--- src/last_key_number_extractor_core_assert.svh ---
// Assertion helpers used by the readout.
// Both expect clk and rst in scope; checks are off while rst is high.
`ifndef LAST_KEY_NUMBER_EXTRACTOR_CORE_ASSERT_SVH
`define LAST_KEY_NUMBER_EXTRACTOR_CORE_ASSERT_SVH

// Same-cycle implication.
`define LKNE_CHECK(label, ante, cons, msg) \
  label: assert property (@(posedge clk) disable iff (rst) (ante) |-> (cons)) \
    else $error(msg);

// Next-cycle implication.
`define LKNE_CHECK_NEXT(label, ante, cons, msg) \
  label: assert property (@(posedge clk) disable iff (rst) (ante) |=> (cons)) \
    else $error(msg);

`endif

--- src/lkne_pkg.sv ---
package lkne_pkg;

  localparam int MAX_KEY_BYTES_DEF = 16;
  localparam int MAX_DIGITS_DEF    = 20;

  localparam int KEY_W      = 64;
  localparam int LEN_W      = 5;
  localparam int CFG_IDX_W  = 2;
  localparam int CFG_DATA_W = 64;

  // register indexes
  localparam logic [CFG_IDX_W-1:0] REG_KEY_LOW  = 2'd0;
  localparam logic [CFG_IDX_W-1:0] REG_KEY_HIGH = 2'd1;
  localparam logic [CFG_IDX_W-1:0] REG_KEY_LEN  = 2'd2;

  // result status codes
  localparam logic [1:0] ST_FOUND    = 2'd0;
  localparam logic [1:0] ST_ABSENT   = 2'd1;
  localparam logic [1:0] ST_NO_DIGIT = 2'd2;

  localparam logic [7:0] CHAR_ZERO = 8'h30;
  localparam logic [7:0] CHAR_NINE = 8'h39;

  localparam logic [LEN_W-1:0] KEY_LEN_RST = 5'd1;

  // digit store write control
  typedef struct packed {
    logic en;
    logic bank;
  } wr_ctl_t;

  // one result run, handed from the scanner to the readout
  typedef struct packed {
    logic [1:0] status;
    logic       ovf;
    logic       bank;
  } run_t;

endpackage

--- src/lkne_cell.sv ---
// One key position: holds "key prefix up to here matched at the last byte".
module lkne_cell (
  input  logic       clk,
  input  logic       rst,
  input  logic       shift,
  input  logic       clear,
  input  logic [7:0] data_byte,
  input  logic [7:0] key_byte,
  input  logic       prev_q,
  output logic       hit,
  output logic       q
);
  import lkne_pkg::*;

  assign hit = prev_q && (data_byte == key_byte);

  always_ff @(posedge clk) begin
    if (rst || clear) begin
      q <= 1'b0;
    end else if (shift) begin
      q <= hit;
    end
  end

endmodule

--- src/lkne_scan.sv ---
// Key matcher chain plus digit capture control.
module lkne_scan #(
  parameter int MAX_KEY_BYTES = lkne_pkg::MAX_KEY_BYTES_DEF,
  parameter int MAX_DIGITS    = lkne_pkg::MAX_DIGITS_DEF,
  parameter int IW            = 5,
  parameter int CW            = 5
) (
  input  logic                      clk,
  input  logic                      rst,
  input  logic                      take,
  input  logic [7:0]                data_byte,
  input  logic                      end_of_stream,
  input  logic [lkne_pkg::KEY_W-1:0] key_low,
  input  logic [lkne_pkg::KEY_W-1:0] key_high,
  input  logic [lkne_pkg::LEN_W-1:0] key_length,
  output lkne_pkg::wr_ctl_t         wr_ctl,
  output logic [IW-1:0]             wr_addr,
  output logic [7:0]                wr_data,
  output logic                      start,
  output lkne_pkg::run_t            run,
  output logic [CW-1:0]             run_count
);
  import lkne_pkg::*;

  localparam int KIW = (MAX_KEY_BYTES > 1) ? $clog2(MAX_KEY_BYTES) : 1;

  logic [2*KEY_W-1:0]       key_all;
  logic [MAX_KEY_BYTES-1:0] hit;
  logic [MAX_KEY_BYTES-1:0] q;

  logic          match_seen, match_seen_next;
  logic          capturing, capturing_next;
  logic [CW-1:0] digit_count, digit_count_next;
  logic          overflow_flag, overflow_flag_next;
  logic          search_stopped, search_stopped_next;
  logic          bank;

  logic             active, nz, is_digit, dig_in, room, match, shift, clear;
  logic [LEN_W-1:0] len_c, len_m1;

  assign key_all = {key_high, key_low};

  assign active   = take && !search_stopped;
  assign nz       = data_byte != 8'd0;
  assign is_digit = (data_byte >= CHAR_ZERO) && (data_byte <= CHAR_NINE);
  assign dig_in   = active && nz && capturing && is_digit;
  assign room     = digit_count < CW'(MAX_DIGITS);
  assign shift    = active && nz;
  assign clear    = take && end_of_stream;

  assign len_c  = (key_length > LEN_W'(MAX_KEY_BYTES)) ? LEN_W'(MAX_KEY_BYTES) : key_length;
  assign len_m1 = len_c - LEN_W'(1);
  assign match  = shift && (len_c != '0) && hit[len_m1[KIW-1:0]];

  for (genvar i = 0; i < MAX_KEY_BYTES; i++) begin : g_cell
    lkne_cell u_cell (
      .clk       (clk),
      .rst       (rst),
      .shift     (shift),
      .clear     (clear),
      .data_byte (data_byte),
      .key_byte  (key_all[8*i +: 8]),
      .prev_q    ((i == 0) ? 1'b1 : q[(i == 0) ? 0 : i-1]),
      .hit       (hit[i]),
      .q         (q[i])
    );
  end

  always_comb begin
    match_seen_next     = match_seen || match;
    search_stopped_next = search_stopped || (active && !nz);
    capturing_next      = capturing;
    digit_count_next    = digit_count;
    overflow_flag_next  = overflow_flag;
    if (active) begin
      if (!nz) begin
        capturing_next = 1'b0;
      end else if (capturing && !is_digit) begin
        capturing_next = 1'b0;
      end
    end
    if (dig_in) begin
      if (room) begin
        digit_count_next = digit_count + CW'(1);
      end else begin
        overflow_flag_next = 1'b1;
      end
    end
    // a key match restarts the capture, even on a digit just stored
    if (match) begin
      capturing_next     = 1'b1;
      digit_count_next   = '0;
      overflow_flag_next = 1'b0;
    end
  end

  always_ff @(posedge clk) begin
    if (rst) begin
      match_seen     <= 1'b0;
      capturing      <= 1'b0;
      digit_count    <= '0;
      overflow_flag  <= 1'b0;
      search_stopped <= 1'b0;
      bank           <= 1'b0;
    end else if (clear) begin
      match_seen     <= 1'b0;
      capturing      <= 1'b0;
      digit_count    <= '0;
      overflow_flag  <= 1'b0;
      search_stopped <= 1'b0;
      bank           <= !bank;
    end else if (take) begin
      match_seen     <= match_seen_next;
      capturing      <= capturing_next;
      digit_count    <= digit_count_next;
      overflow_flag  <= overflow_flag_next;
      search_stopped <= search_stopped_next;
    end
  end

  assign wr_ctl.en   = dig_in && room;
  assign wr_ctl.bank = bank;
  assign wr_addr     = digit_count[IW-1:0];
  assign wr_data     = data_byte;

  assign start     = clear;
  assign run_count = digit_count_next;
  assign run.ovf   = overflow_flag_next;
  assign run.bank  = bank;
  assign run.status = !match_seen_next         ? ST_ABSENT :
                      (digit_count_next == '0) ? ST_NO_DIGIT : ST_FOUND;

endmodule

--- src/lkne_readout.sv ---
`include "last_key_number_extractor_core_assert.svh"

// Two-bank digit store and the result run sequencer.
module lkne_readout #(
  parameter int MAX_DIGITS = lkne_pkg::MAX_DIGITS_DEF,
  parameter int IW         = 5,
  parameter int CW         = 5
) (
  input  logic              clk,
  input  logic              rst,
  input  lkne_pkg::wr_ctl_t wr_ctl,
  input  logic [IW-1:0]     wr_addr,
  input  logic [7:0]        wr_data,
  input  logic              start,
  input  lkne_pkg::run_t    run,
  input  logic [CW-1:0]     run_count,
  output logic              busy,
  output logic              out_valid,
  input  logic              out_stall,
  output logic [1:0]        status,
  output logic [7:0]        digit_char,
  output logic              digits_overflowed,
  output logic              run_end
);
  import lkne_pkg::*;

  logic [7:0] mem [2][MAX_DIGITS];
  logic [7:0] mem_q;

  logic          rd_active;
  logic [IW-1:0] rd_idx;
  logic [CW-1:0] rd_count;
  logic [1:0]    rd_status;
  logic          rd_ovf;
  logic          rd_bank;
  logic          rd_last;

  logic       s1_valid;
  logic [1:0] s1_status;
  logic       s1_ovf;
  logic       s1_last;

  logic issue, s1_move;

  assign busy    = rd_active;
  assign s1_move = s1_valid && (!out_valid || !out_stall);
  assign issue   = rd_active && (!s1_valid || s1_move);
  assign rd_last = (rd_status != ST_FOUND) || ((CW'(rd_idx) + CW'(1)) == rd_count);

  always_ff @(posedge clk) begin
    if (wr_ctl.en) begin
      mem[wr_ctl.bank][wr_addr] <= wr_data;
    end
  end

  always_ff @(posedge clk) begin
    if (issue) begin
      mem_q <= mem[rd_bank][rd_idx];
    end
  end

  // control
  always_ff @(posedge clk) begin
    if (rst) begin
      rd_active <= 1'b0;
      s1_valid  <= 1'b0;
      out_valid <= 1'b0;
    end else begin
      if (start) begin
        rd_active <= 1'b1;
      end else if (issue && rd_last) begin
        rd_active <= 1'b0;
      end
      if (issue) begin
        s1_valid <= 1'b1;
      end else if (s1_move) begin
        s1_valid <= 1'b0;
      end
      if (s1_move) begin
        out_valid <= 1'b1;
      end else if (!out_stall) begin
        out_valid <= 1'b0;
      end
    end
  end

  // payload
  always_ff @(posedge clk) begin
    if (start) begin
      rd_idx    <= '0;
      rd_count  <= run_count;
      rd_status <= run.status;
      rd_ovf    <= run.ovf;
      rd_bank   <= run.bank;
    end else if (issue) begin
      rd_idx <= rd_idx + IW'(1);
    end
    if (issue) begin
      s1_status <= rd_status;
      s1_ovf    <= (rd_status == ST_FOUND) && rd_ovf;
      s1_last   <= rd_last;
    end
    if (s1_move) begin
      status            <= s1_status;
      digit_char        <= (s1_status == ST_FOUND) ? mem_q : 8'd0;
      digits_overflowed <= s1_ovf;
      run_end           <= s1_last;
    end
  end

  `LKNE_CHECK(run_no_overlap, start, !rd_active, "run started while another is issuing")
  `LKNE_CHECK_NEXT(run_starts, start, rd_active, "run start not registered")
  `LKNE_CHECK(read_in_range, issue && rd_status == ST_FOUND, CW'(rd_idx) < rd_count, "digit read past count")
  `LKNE_CHECK(found_has_digits, start && run.status == ST_FOUND, run_count != '0, "found run with no digits")

endmodule

--- src/last_key_number_extractor_core.sv ---
// Once the end_of_stream item is taken, results pass a read stage and the output register.
// Takes a byte per cycle unless in_stall; emits one result item per cycle unless out_stall.
// An end_of_stream item is held off while the previous run is still being read out.
// Reset (rst, synchronous): clears the matcher chain, capture state, key registers
// (key_length to 1) and the result pipeline; the digit store is not cleared.
module last_key_number_extractor_core #(
  parameter int MAX_KEY_BYTES = lkne_pkg::MAX_KEY_BYTES_DEF,
  parameter int MAX_DIGITS    = lkne_pkg::MAX_DIGITS_DEF
) (
  input  logic                            clk,
  input  logic                            rst,
  // byte stream in
  input  logic                            in_valid,
  output logic                            in_stall,
  input  logic [7:0]                      data_byte,
  input  logic                            end_of_stream,
  // result items out
  output logic                            out_valid,
  input  logic                            out_stall,
  output logic [1:0]                      status,
  output logic [7:0]                      digit_char,
  output logic                            digits_overflowed,
  output logic                            run_end,
  // register writes
  input  logic                            cfg_valid,
  output logic                            cfg_ready,
  input  logic [lkne_pkg::CFG_IDX_W-1:0]  cfg_index,
  input  logic [lkne_pkg::CFG_DATA_W-1:0] cfg_data
);
  import lkne_pkg::*;

  // digit store index bits, and count bits (count can equal MAX_DIGITS)
  localparam int IW = (MAX_DIGITS > 1) ? $clog2(MAX_DIGITS) : 1;
  localparam int CW = $clog2(MAX_DIGITS + 1);

  logic [KEY_W-1:0] key_low_bytes;
  logic [KEY_W-1:0] key_high_bytes;
  logic [LEN_W-1:0] key_length;

  logic          take;
  logic          busy;
  wr_ctl_t       wr_ctl;
  logic [IW-1:0] wr_addr;
  logic [7:0]    wr_data;
  logic          start;
  run_t          run;
  logic [CW-1:0] run_count;

  // Registers are always writable; the user must change the key only while idle, the block itself does not enforce it.
  assign cfg_ready = 1'b1;

  always_ff @(posedge clk) begin
    if (rst) begin
      key_low_bytes  <= '0;
      key_high_bytes <= '0;
      key_length     <= KEY_LEN_RST;
    end else if (cfg_valid && cfg_ready) begin
      unique case (cfg_index)
        REG_KEY_LOW:  key_low_bytes  <= cfg_data;
        REG_KEY_HIGH: key_high_bytes <= cfg_data;
        REG_KEY_LEN:  key_length     <= cfg_data[LEN_W-1:0];
        default: ;
      endcase
    end
  end

  // Plain bytes always flow. The end-of-stream item closes a run, and the
  // readout holds one run at a time, so only that item waits on busy.
  assign in_stall = end_of_stream && busy;
  assign take     = in_valid && !in_stall;

  // Matcher: one cell per key byte. Cell i carries "key bytes 0..i matched,
  // ending at the last byte" and hands it to cell i+1 on each nonzero byte
  // until a zero byte, so cell key_length-1 flags a full (possibly overlapping) match.
  // Digits after a match are written into the current bank of the store.
  lkne_scan #(
    .MAX_KEY_BYTES (MAX_KEY_BYTES),
    .MAX_DIGITS    (MAX_DIGITS),
    .IW            (IW),
    .CW            (CW)
  ) u_scan (
    .clk           (clk),
    .rst           (rst),
    .take          (take),
    .data_byte     (data_byte),
    .end_of_stream (end_of_stream),
    .key_low       (key_low_bytes),
    .key_high      (key_high_bytes),
    .key_length    (key_length),
    .wr_ctl        (wr_ctl),
    .wr_addr       (wr_addr),
    .wr_data       (wr_data),
    .start         (start),
    .run           (run),
    .run_count     (run_count)
  );

  // Readout: banks swap at each end of stream, so the next stream captures
  // into the other bank while this run drains through a read stage and the
  // output register.
  lkne_readout #(
    .MAX_DIGITS (MAX_DIGITS),
    .IW         (IW),
    .CW         (CW)
  ) u_readout (
    .clk               (clk),
    .rst               (rst),
    .wr_ctl            (wr_ctl),
    .wr_addr           (wr_addr),
    .wr_data           (wr_data),
    .start             (start),
    .run               (run),
    .run_count         (run_count),
    .busy              (busy),
    .out_valid         (out_valid),
    .out_stall         (out_stall),
    .status            (status),
    .digit_char        (digit_char),
    .digits_overflowed (digits_overflowed),
    .run_end           (run_end)
  );

endmodule
--- config.mk ---
export PLATFORM = sky130hd
export DESIGN_NAME = last_key_number_extractor_core
export DESIGN_NICKNAME = d
export VERILOG_FILES = /design/src/lkne_pkg.sv /design/src/lkne_cell.sv /design/src/lkne_scan.sv /design/src/lkne_readout.sv /design/src/last_key_number_extractor_core.sv
export VERILOG_INCLUDE_DIRS = /design/src /design/src/src
export SDC_FILE = /design/constraint.sdc
export NUM_CORES = 1
export LEC_CHECK = 0
export BUFFER_PORTS_ARGS = -buffer_cell sky130_fd_sc_hd__buf_2
export CORE_ASPECT_RATIO = 2
export CORE_MARGIN = 8
export CORE_UTILIZATION = 40
export CTS_CLUSTER_DIAMETER = 40
export DETAILED_ROUTE_END_ITERATION = 7
export PLACE_DENSITY = 0.67
export SKIP_CTS_REPAIR_TIMING = 1
export SYNTH_ARGS = -nofsm -noshare
export SYNTH_HDL_FRONTEND = slang
export SYNTH_HIERARCHICAL = 1
export SYNTH_SLANG_ARGS = --single-unit
--- constraint.sdc ---
create_clock -name clk -period 5 [get_ports clk]
set_clock_uncertainty 0.1 [all_clocks]
set_input_delay 0.25 -clock clk [delete_from_list [all_inputs] [get_ports clk]]
set_output_delay 0.25 -clock clk [all_outputs]
set_load 0.05 [all_outputs]
==> impl_metrics.yaml, run 1 <==
worst_hold_path:
  worst_hold_path_type: "primary input to flip-flop"
route:
  drc: 0
  postRouteWirelength_um: 51200
  dr.first_iter.drc_count: 1027
  drtAntennaViolNets: 0
  firstDrtPassIters: 5
  viasPerCell: 5.28
  wl_per_cell_um: 20.2
  vias: 13400
timing:
  max_freq_mhz: 304
  tightest_slew_ns: 1.21
  min_period_over_period: 0.658
  hold_viol: 0
  drv_slew: 0
  rsz0062_at_grt: "no"
  fin_setup_tns_ns: 0
  slew_headroom: 0.195
  finalSetupViolCount: 0
  period_needed_ns: 3.29
placement:
  dp_hpwl_um: 32200
  placed_area_um2: 23900
  numPortBuffers: 93
  gp_congestion: 0.810
finish:
  layout-drive-gt1-share: 0.178
  layout_common_cells: "edfxtp_1 (353), nand2b_1 (199), mux2i_1 (169)"
  fin_util: 0.463
  stdcell_area_um2: 26300
  insertedDiodeCount: 0
  area_growth_pct: 15.2
  nNetsFinal: 1817
  final_common_cell: "edfxtp_1"
die:
  dieArea_um2: 65400
  fp.dieW_um: 185
  start_util: 0.402
  rows: 124
  ios: 95
  die-height_um: 354
  core_um2: 56800
job:
  maxCapViolCount: 0
worst_setup_path:
  critPathMaxFanout: 8
  cp_slowest_stage_delay_ns: 0.70
  crit_top_cell: "nor2b_1"
  cp_slowest_cell: "nor2_1"
  cp-end-kind: "flip-flop"
  cpLargestDelayFamily: "simple AND/OR/NAND/NOR gates"
  critPathKind: "flip-flop to flip-flop"
  arrival_ns: 3.40
  cp-start-kind: "flip-flop"
  crit_chain: "and2_1 -> nor2b_1 -> nand2b_1 -> a21oi_4 -> nand3_2 -> inv_1 -> nor2b_1 -> nand3_1 -> nor2_1"
  worstPathRequired_ns: 5.11
  cp.buffers_inverters: 1
pwr:
  p_total_uw: 9470
  leakagePower_uw: 0.00899
  vdd_drop_max_mv: 0.347
  p_per_area_nw_per_um2: 360
synth:
  avgSynthCellArea_um2: 14.3
  synth_fp_nets: 1675
  synthCells: 1593
  syn_area_um2: 22800
  yosys_warnings: 6
global_route:
  grt_max_degree: 127
  grt_pass1_vias: 13400
  overflow: 0
  antenna_found_initial: 0
  grt_pass1_wl_um: 78500
  grt_usage: 0.154
clock_tree:
  insertion_delay_ns: 0.58
  htree_levels: 2
  clk_path_buf_depth: 3
  clock-sinks: 520
  cts_made_buffers: 53
  cts_tree: "yes"
  clock-root-buffer: "clkbuf_16"
  clkTransAtPathRegs_ns: 0.06
outcome:
  outcome: "finished, final reports clean"
[power by group]
part	total, µW	switching, µW	internal, µW
Combinational	747	405	342
Sequential	4700	67.3	4640
Clock	4020	1650	2370
Total	9470	2120	7350
[final cells by class]
type                            count  area, µm²
Fill cell                        5061      30500
Sequential cell                   520      13900
Multi-Input combinational cell    960       8230
Clock buffer                       72       1490
Timing Repair Buffer              177       1280
Tap cell                          756        946
Clock inverter                     28        305
Inverter                           23       86.3
[sequential cells by signal, summed over array words and instances, names as in the netlist, 2 cells and up, named ones only]
name and count:
key_high_bytes 64, key_length 5, key_low_bytes 64, u_readout/digit_char 8, u_readout/mem 320, u_readout/mem_q 8
u_readout/rd_count 5, u_readout/rd_idx 5, u_readout/rd_status 2, u_readout/s1_status 2, u_readout/status 2, u_scan/g_cell.u_cell/q 15
u_scan/wr_addr 5
[per-layer routing]
layer | global-route usage | vias to the layer above | routed length (µm)
met4 | 0.0488 | 0 | 1420
met1 | 0.216 | 6651 | 22600
met5 | 0 | - | 0
li1 | - | 6192 | -
met2 | 0.242 | 451 | 23900
met3 | 0.0222 | 86 | 3290
[worst reg2reg max path: cells and delay by family (launching register included)]
kind / cells / cell delay, ns
buffers and inverters: 1 / 0.18
flip-flops: 1 / 0.33
AO/OA/AOI/OAI: 1 / 0.16
AND/OR/NAND/NOR: 7 / 2.17
[stage by stage]
step                hold WS [ns]  setup WS (ns)  instances
finish                    0.0270           1.71       2536
CTS                       -0.182           1.74       2474
global route              0.0164           1.41       2536
floorplan                  0.219          0.779       1593
global placement           0.303           1.43       2374
detailed placement         0.306           1.39       2374
[worst paths after layout]
check                                                 start                         endpoint  slack [ns]  cells past startpoint
worst max-delay path            u_readout/busy$_SDFFE_PP0P_  u_readout/mem[0][133]$_DFFE_PP_        1.71                      9
worst min-delay path                           cfg_data[28]   key_low_bytes[28]$_SDFFE_PP0P_        0.03                      3
worst max register to register  u_readout/busy$_SDFFE_PP0P_  u_readout/mem[0][133]$_DFFE_PP_        1.71                      9
worst min register to register  u_readout/s1_last$_DFFE_PP_      u_readout/run_end$_DFFE_PP_        0.32                      0
(Power assumes the default switching activity.)
==> run 2, diff against run 1 <==
==> constraint.sdc (replaced) <==
create_clock -name clk -period 2.6 [get_ports clk]
set_clock_uncertainty 0.1 [all_clocks]
set_input_delay 0.13 -clock clk [delete_from_list [all_inputs] [get_ports clk]]
set_output_delay 0.13 -clock clk [all_outputs]
set_load 0.05 [all_outputs]
==> impl_metrics.yaml, run 2 (synthesis gave the netlist of run 1 again) <==
finish:
  layout_common_cells: "edfxtp_1 (353), nand2b_1 (199), mux2i_1 (169)"
  largestRegisters: "u_readout/mem x320, key_high_bytes x64, key_low_bytes x64"
  fillCellCount: 4903
  insertedDiodeCount: 0
  regMostFlops: "u_readout/mem"
  stdcell_area_um2: 27700
  area_growth_pct: 21.3
  final_common_cell: "edfxtp_1"
  layout-drive-gt1-share: 0.253
  largest_register_ffs: 320
  nNetsFinal: 1900
route:
  vias: 13600
  wl_per_cell_um: 20.0
  viasPerCell: 5.18
  firstDrtPassIters: 5
  drc: 0
  dr.first_iter.drc_count: 830
  drtAntennaViolNets: 0
  postRouteWirelength_um: 52400
clock_tree:
  cts_tree: "yes"
  clk_path_buf_depth: 3
  clkTransAtPathRegs_ns: 0.07
  htree_levels: 2
  cts_made_buffers: 51
  clock-root-buffer: "clkbuf_16"
  insertion_delay_ns: 0.59
  clock-sinks: 520
die:
  fp.dieW_um: 185
  rows: 124
  core_um2: 56800
  ios: 95
  die-height_um: 354
  start_util: 0.402
  dieArea_um2: 65400
global_route:
  grt_max_degree: 91
  grt_pass1_vias: 13700
  grt_usage: 0.158
  grt_pass1_wl_um: 80600
  antenna_found_initial: 0
  overflow: 0
pwr:
  vdd_drop_max_mv: 0.647
  leakagePower_uw: 0.00958
  p_per_area_nw_per_um2: 681
worst_hold_path:
  hp-start: "data_byte[3]"
  worst_hold_path_type: "primary input to flip-flop"
worst_setup_path:
  r2r-start: "key_low_bytes[16]$_SDFFE_PP0P_"
  critPathMaxFanout: 6
  cp_slowest_cell: "a221oi_4"
  cp.buffers_inverters: 1
  cp_slowest_stage_delay_ns: 0.39
  cp-end-kind: "flip-flop"
  critPathLaunch: "key_low_bytes[16]$_SDFFE_PP0P_"
  arrival_ns: 2.80
  worstPathRequired_ns: 2.81
  crit_chain: "xor2_1 -> a21oi_1 -> nand4_1 -> nor4_2 -> nor2b_1 -> o21ai_1 -> a311oi_4 -> a221oi_4 -> buf_6 -> nor2_1"
  critPathKind: "flip-flop to flip-flop"
  cp-start-kind: "flip-flop"
  cpLargestDelayFamily: "compound AO/OA/AOI/OAI gates"
timing:
  slew_headroom: 0.418
  hold_viol: 1
  rsz0062_at_grt: "yes"
  max_freq_mhz: 386
  worst_hold_slack_ns: -0.0208
  tightest_slew_ns: 0.871
  period_needed_ns: 2.59
  min_period_over_period: 0.996
  drv_slew: 0
  finalSetupViolCount: 0
outcome:
  violations: "negative hold slack"
  outcome: "finished, violations left"
placement:
  numPortBuffers: 93
  dp_hpwl_um: 33700
  placed_area_um2: 25000
  gp_congestion: 0.806
job:
  maxCapViolCount: 0
[run 2: cell types whose count changed in the layout (fill, tap and decap cells not counted), sizes merged]
| cell | previous run | this run |
|---|---|---|
| buf | 115 | 196 |
| clkbuf | 72 | 53 |
| bufinv | 5 | 12 |
| clkinvlp | 2 | 7 |
| dlygate4sd3 | 62 | 66 |
| clkinv | 14 | 16 |
| inv | 30 | 31 |
[run 2: area by class of cell]
| class | instances | area, µm² | share of cell area |
|---|---|---|---|
| Clock buffer | 53 | 1310 | 0.0471 |
| Clock inverter | 43 | 607 | 0.0219 |
| Inverter | 23 | 86.3 | 0.00312 |
| Multi-Input combinational cell | 960 | 8650 | 0.312 |
| Sequential cell | 520 | 14000 | 0.504 |
| Tap cell | 756 | 946 | 0.0342 |
| Timing Repair Buffer | 262 | 2150 | 0.0775 |
[run 2: worst paths after layout]
| check | cells past startpoint | endpoint | slack (ns) |
|---|---|---|---|
| max reg2reg | 10 | u_readout/rd_count[4]$_DFFE_PP_ | 0.01 |
| min reg2reg | 0 | u_readout/digits_overflowed$_DFFE_PP_ | 0.32 |
| min | 4 | u_scan/g_cell[14].u_cell/q$_SDFFE_PP0P_ | -0.02 |
| max | 10 | u_readout/rd_count[4]$_DFFE_PP_ | 0.01 |
[run 2: worst register-to-register path, cell delays in order (launching register included)]
cell      delay (ns)
dfxtp_1         0.33
xor2_1          0.16
a21oi_1         0.12
nand4_1         0.19
nor4_2          0.33
nor2b_1         0.07
o21ai_1         0.21
a311oi_4        0.17
a221oi_4        0.39
buf_6           0.19
nor2_1          0.06
[run 2: layer usage]
layer	global-route usage	part of all wire	up-vias
li1	-	-	6366
met1	0.218	0.44	6730
met2	0.251	0.48	374
met3	0.0240	0.058	86
met4	0.0508	0.028	0
met5	0	0	-
[run 2: metrics by stage]
stage	TNS, ns	utilization	setup WS [ns]	power [µW]	std cells
2_1_floorplan	-378.73	-	-1.24	10200	1593
3_3_place_gp	-0.931	0.439	-0.0834	10700	2454
6_report	0	0.488	0.0113	18900	2617
4_1_cts	-0.925	0.473	-0.0757	18900	2550
5_1_grt	-0.477	0.488	-0.0834	19400	2617
3_5_place_dp	-1.63	0.439	-0.118	10700	2454
[run 2: where the power goes]
group | switching, µW | total [µW] | internal, µW
Clock | 3300 | 8230 | 4930
Combinational | 862 | 1640 | 773
Sequential | 89.4 | 9000 | 8910
==> run 3, diff against run 2 <==
--- a/config.mk
+++ b/config.mk
@@ -6,10 +6,11 @@
 export SDC_FILE = /design/constraint.sdc
 export NUM_CORES = 1
 export LEC_CHECK = 0
-export BUFFER_PORTS_ARGS = -buffer_cell sky130_fd_sc_hd__buf_2
+export BUFFER_PORTS_ARGS = -buffer_cell sky130_fd_sc_hd__buf_4
 export CORE_ASPECT_RATIO = 2
 export CORE_MARGIN = 8
 export CORE_UTILIZATION = 40
+export CTS_BUF_LIST = sky130_fd_sc_hd__clkbuf_4 sky130_fd_sc_hd__clkbuf_8
 export CTS_CLUSTER_DIAMETER = 40
 export DETAILED_ROUTE_END_ITERATION = 7
 export PLACE_DENSITY = 0.67
==> impl_metrics.yaml, run 3 (synthesis gave the netlist of run 1 again) <==
route:
  firstDrtPassIters: 5
  viasPerCell: 5.14
  drtAntennaViolNets: 0
  wl_per_cell_um: 19.6
  vias: 13600
  drc: 0
  postRouteWirelength_um: 51900
  dr.first_iter.drc_count: 872
outcome:
  outcome: "finished, violations left"
  violations: "negative hold slack"
die:
  dieArea_um2: 65400
  fp.dieW_um: 185
  start_util: 0.402
  core_um2: 56800
  die-height_um: 354
  rows: 124
  ios: 95
global_route:
  grt_usage: 0.156
  met2_usage: 0.248
  grt_max_degree: 84
  grt_pass1_vias: 13700
  use_met1: 0.212
  grt_pass1_wl_um: 79200
  overflow: 0
  busiest_layer: "met2"
  globalRouteMet3Util: 0.0292
  antenna_found_initial: 1
pwr:
  p_per_area_nw_per_um2: 625
  vdd_drop_max_mv: 0.447
  leakagePower_uw: 0.00942
clock_tree:
  htree_levels: 3
  cts_tree: "yes"
  clock-sinks: 520
  clock-root-buffer: "clkbuf_8"
  clkTransAtPathRegs_ns: 0.06
  insertion_delay_ns: 0.62
  cts_made_buffers: 79
  clk_path_buf_depth: 3
finish:
  nNetsFinal: 1916
  final_common_cell: "edfxtp_1"
  regMostFlops: "u_readout/mem"
  largest_register_ffs: 320
  fillCellCount: 5018
  fin_util: 0.481
  multi_input_area_um2: 8600
  area_growth_pct: 19.8
  largestRegisters: "u_readout/mem x320, key_high_bytes x64, key_low_bytes x64"
  layout_common_cells: "edfxtp_1 (353), nand2b_1 (199), mux2i_1 (169)"
  seqCellArea_um2: 13900
  layout-drive-gt1-share: 0.252
worst_setup_path:
  crit_chain: "and2_4 -> nor2b_2 -> nand2b_1 -> a21oi_4 -> nand3_2 -> inv_2 -> nand3_1 -> nor2_1"
  cp.buffers_inverters: 1
  critPathLaunch: "u_readout/busy$_SDFFE_PP0P_"
  cp-end-kind: "flip-flop"
  worstPathRequired_ns: 2.75
  cp_slowest_cell: "nor2_1"
  r2r-start: "u_readout/busy$_SDFFE_PP0P_"
  critPathKind: "flip-flop to flip-flop"
  cp_slowest_stage_delay_ns: 0.66
  cpLargestDelayFamily: "simple AND/OR/NAND/NOR gates"
  arrival_ns: 2.73
  critPathMaxFanout: 8
  cp-start-kind: "flip-flop"
placement:
  numPortBuffers: 93
  gp_congestion: 0.804
  dp_hpwl_um: 33400
  place_ws_ns: -0.104
timing:
  fin_ws_ns: 0.0178
  max_freq_mhz: 387
  drv_slew: 0
  finalSetupViolCount: 0
  worst_hold_slack_ns: -0.00453
  rsz0062_at_grt: "yes"
  tightest_slew_ns: 1.08
  hold_viol: 3
  min_period_over_period: 0.993
  period_needed_ns: 2.58
  slew_headroom: 0.282
worst_hold_path:
  worst_hold_path_type: "primary input to flip-flop"
  hp-start: "end_of_stream"
job:
  maxCapViolCount: 0
run 3: changes by cell type in the layout (fill, tap and decap cells not counted), sizes merged:
| cell | delta |
|---|---|
| clkinvlp | -3 |
| clkbuf | +55 |
| bufinv | -12 |
| clkinv | +15 |
| diode | +1 |
| buf | -19 |
| inv | -7 |
| dlygate4sd3 | +7 |
run 3: per-stage QoR:
step | hold slack [ns] | instance area [µm²] | TNS [ns] | total power [µW] | cells
6_report | -0.00453 | 27300 | 0 | 17100 | 2654
5_1_grt | 0.0139 | 27300 | -2.07 | 17700 | 2654
4_1_cts | -0.376 | 26500 | -0.347 | 17200 | 2580
3_5_place_dp | 0.286 | 25000 | -1.04 | 10700 | 2436
3_3_place_gp | 0.277 | 25000 | -0.640 | 10700 | 2436
2_1_floorplan | 0.0947 | 23100 | -378.73 | 10200 | 1593
run 3: area by class of cell:
type / instances / share of cell area
clock buffers: 108 / 0.0491
multi-input cells: 960 / 0.315
clock inverters: 36 / 0.00636
flip-flops and latches: 520 / 0.510
inverters: 23 / 0.00316
well taps: 756 / 0.0346
repair buffers: 250 / 0.0819
diodes: 1 / 0.0000915
run 3: tightest hold or removal path, cell delays in order:
cell,delay [ns]
buf_4,0.09
and2_1,0.16
buf_12,0.21
nor2_1,0.07
run 3: final timing paths:
kind	end	slack, ns	cells after the start
worst max-delay path	u_readout/mem[1][83]$_DFFE_PP_	0.02	8
worst min-delay path	u_readout/rd_idx[2]$_SDFFE_PP0P_	-0.005	4
worst max register to register	u_readout/mem[1][83]$_DFFE_PP_	0.02	8
worst min register to register	u_readout/digits_overflowed$_DFFE_PP_	0.32	0
run 3: layer usage:
layer,up-vias,share of wire
li1,6402,-
met1,6782,0.45
met2,369,0.48
met3,76,0.056
met4,0,0.020
met5,-,0
run 3: power by group:
group / internal [µW] / switching [µW] / leakage (µW)
logic: 791 / 850 / 0.00409
registers: 8920 / 82.8 / 0.00453
clock network: 3360 / 3070 / 0.000799
total: 13100 / 4000 / 0.00942
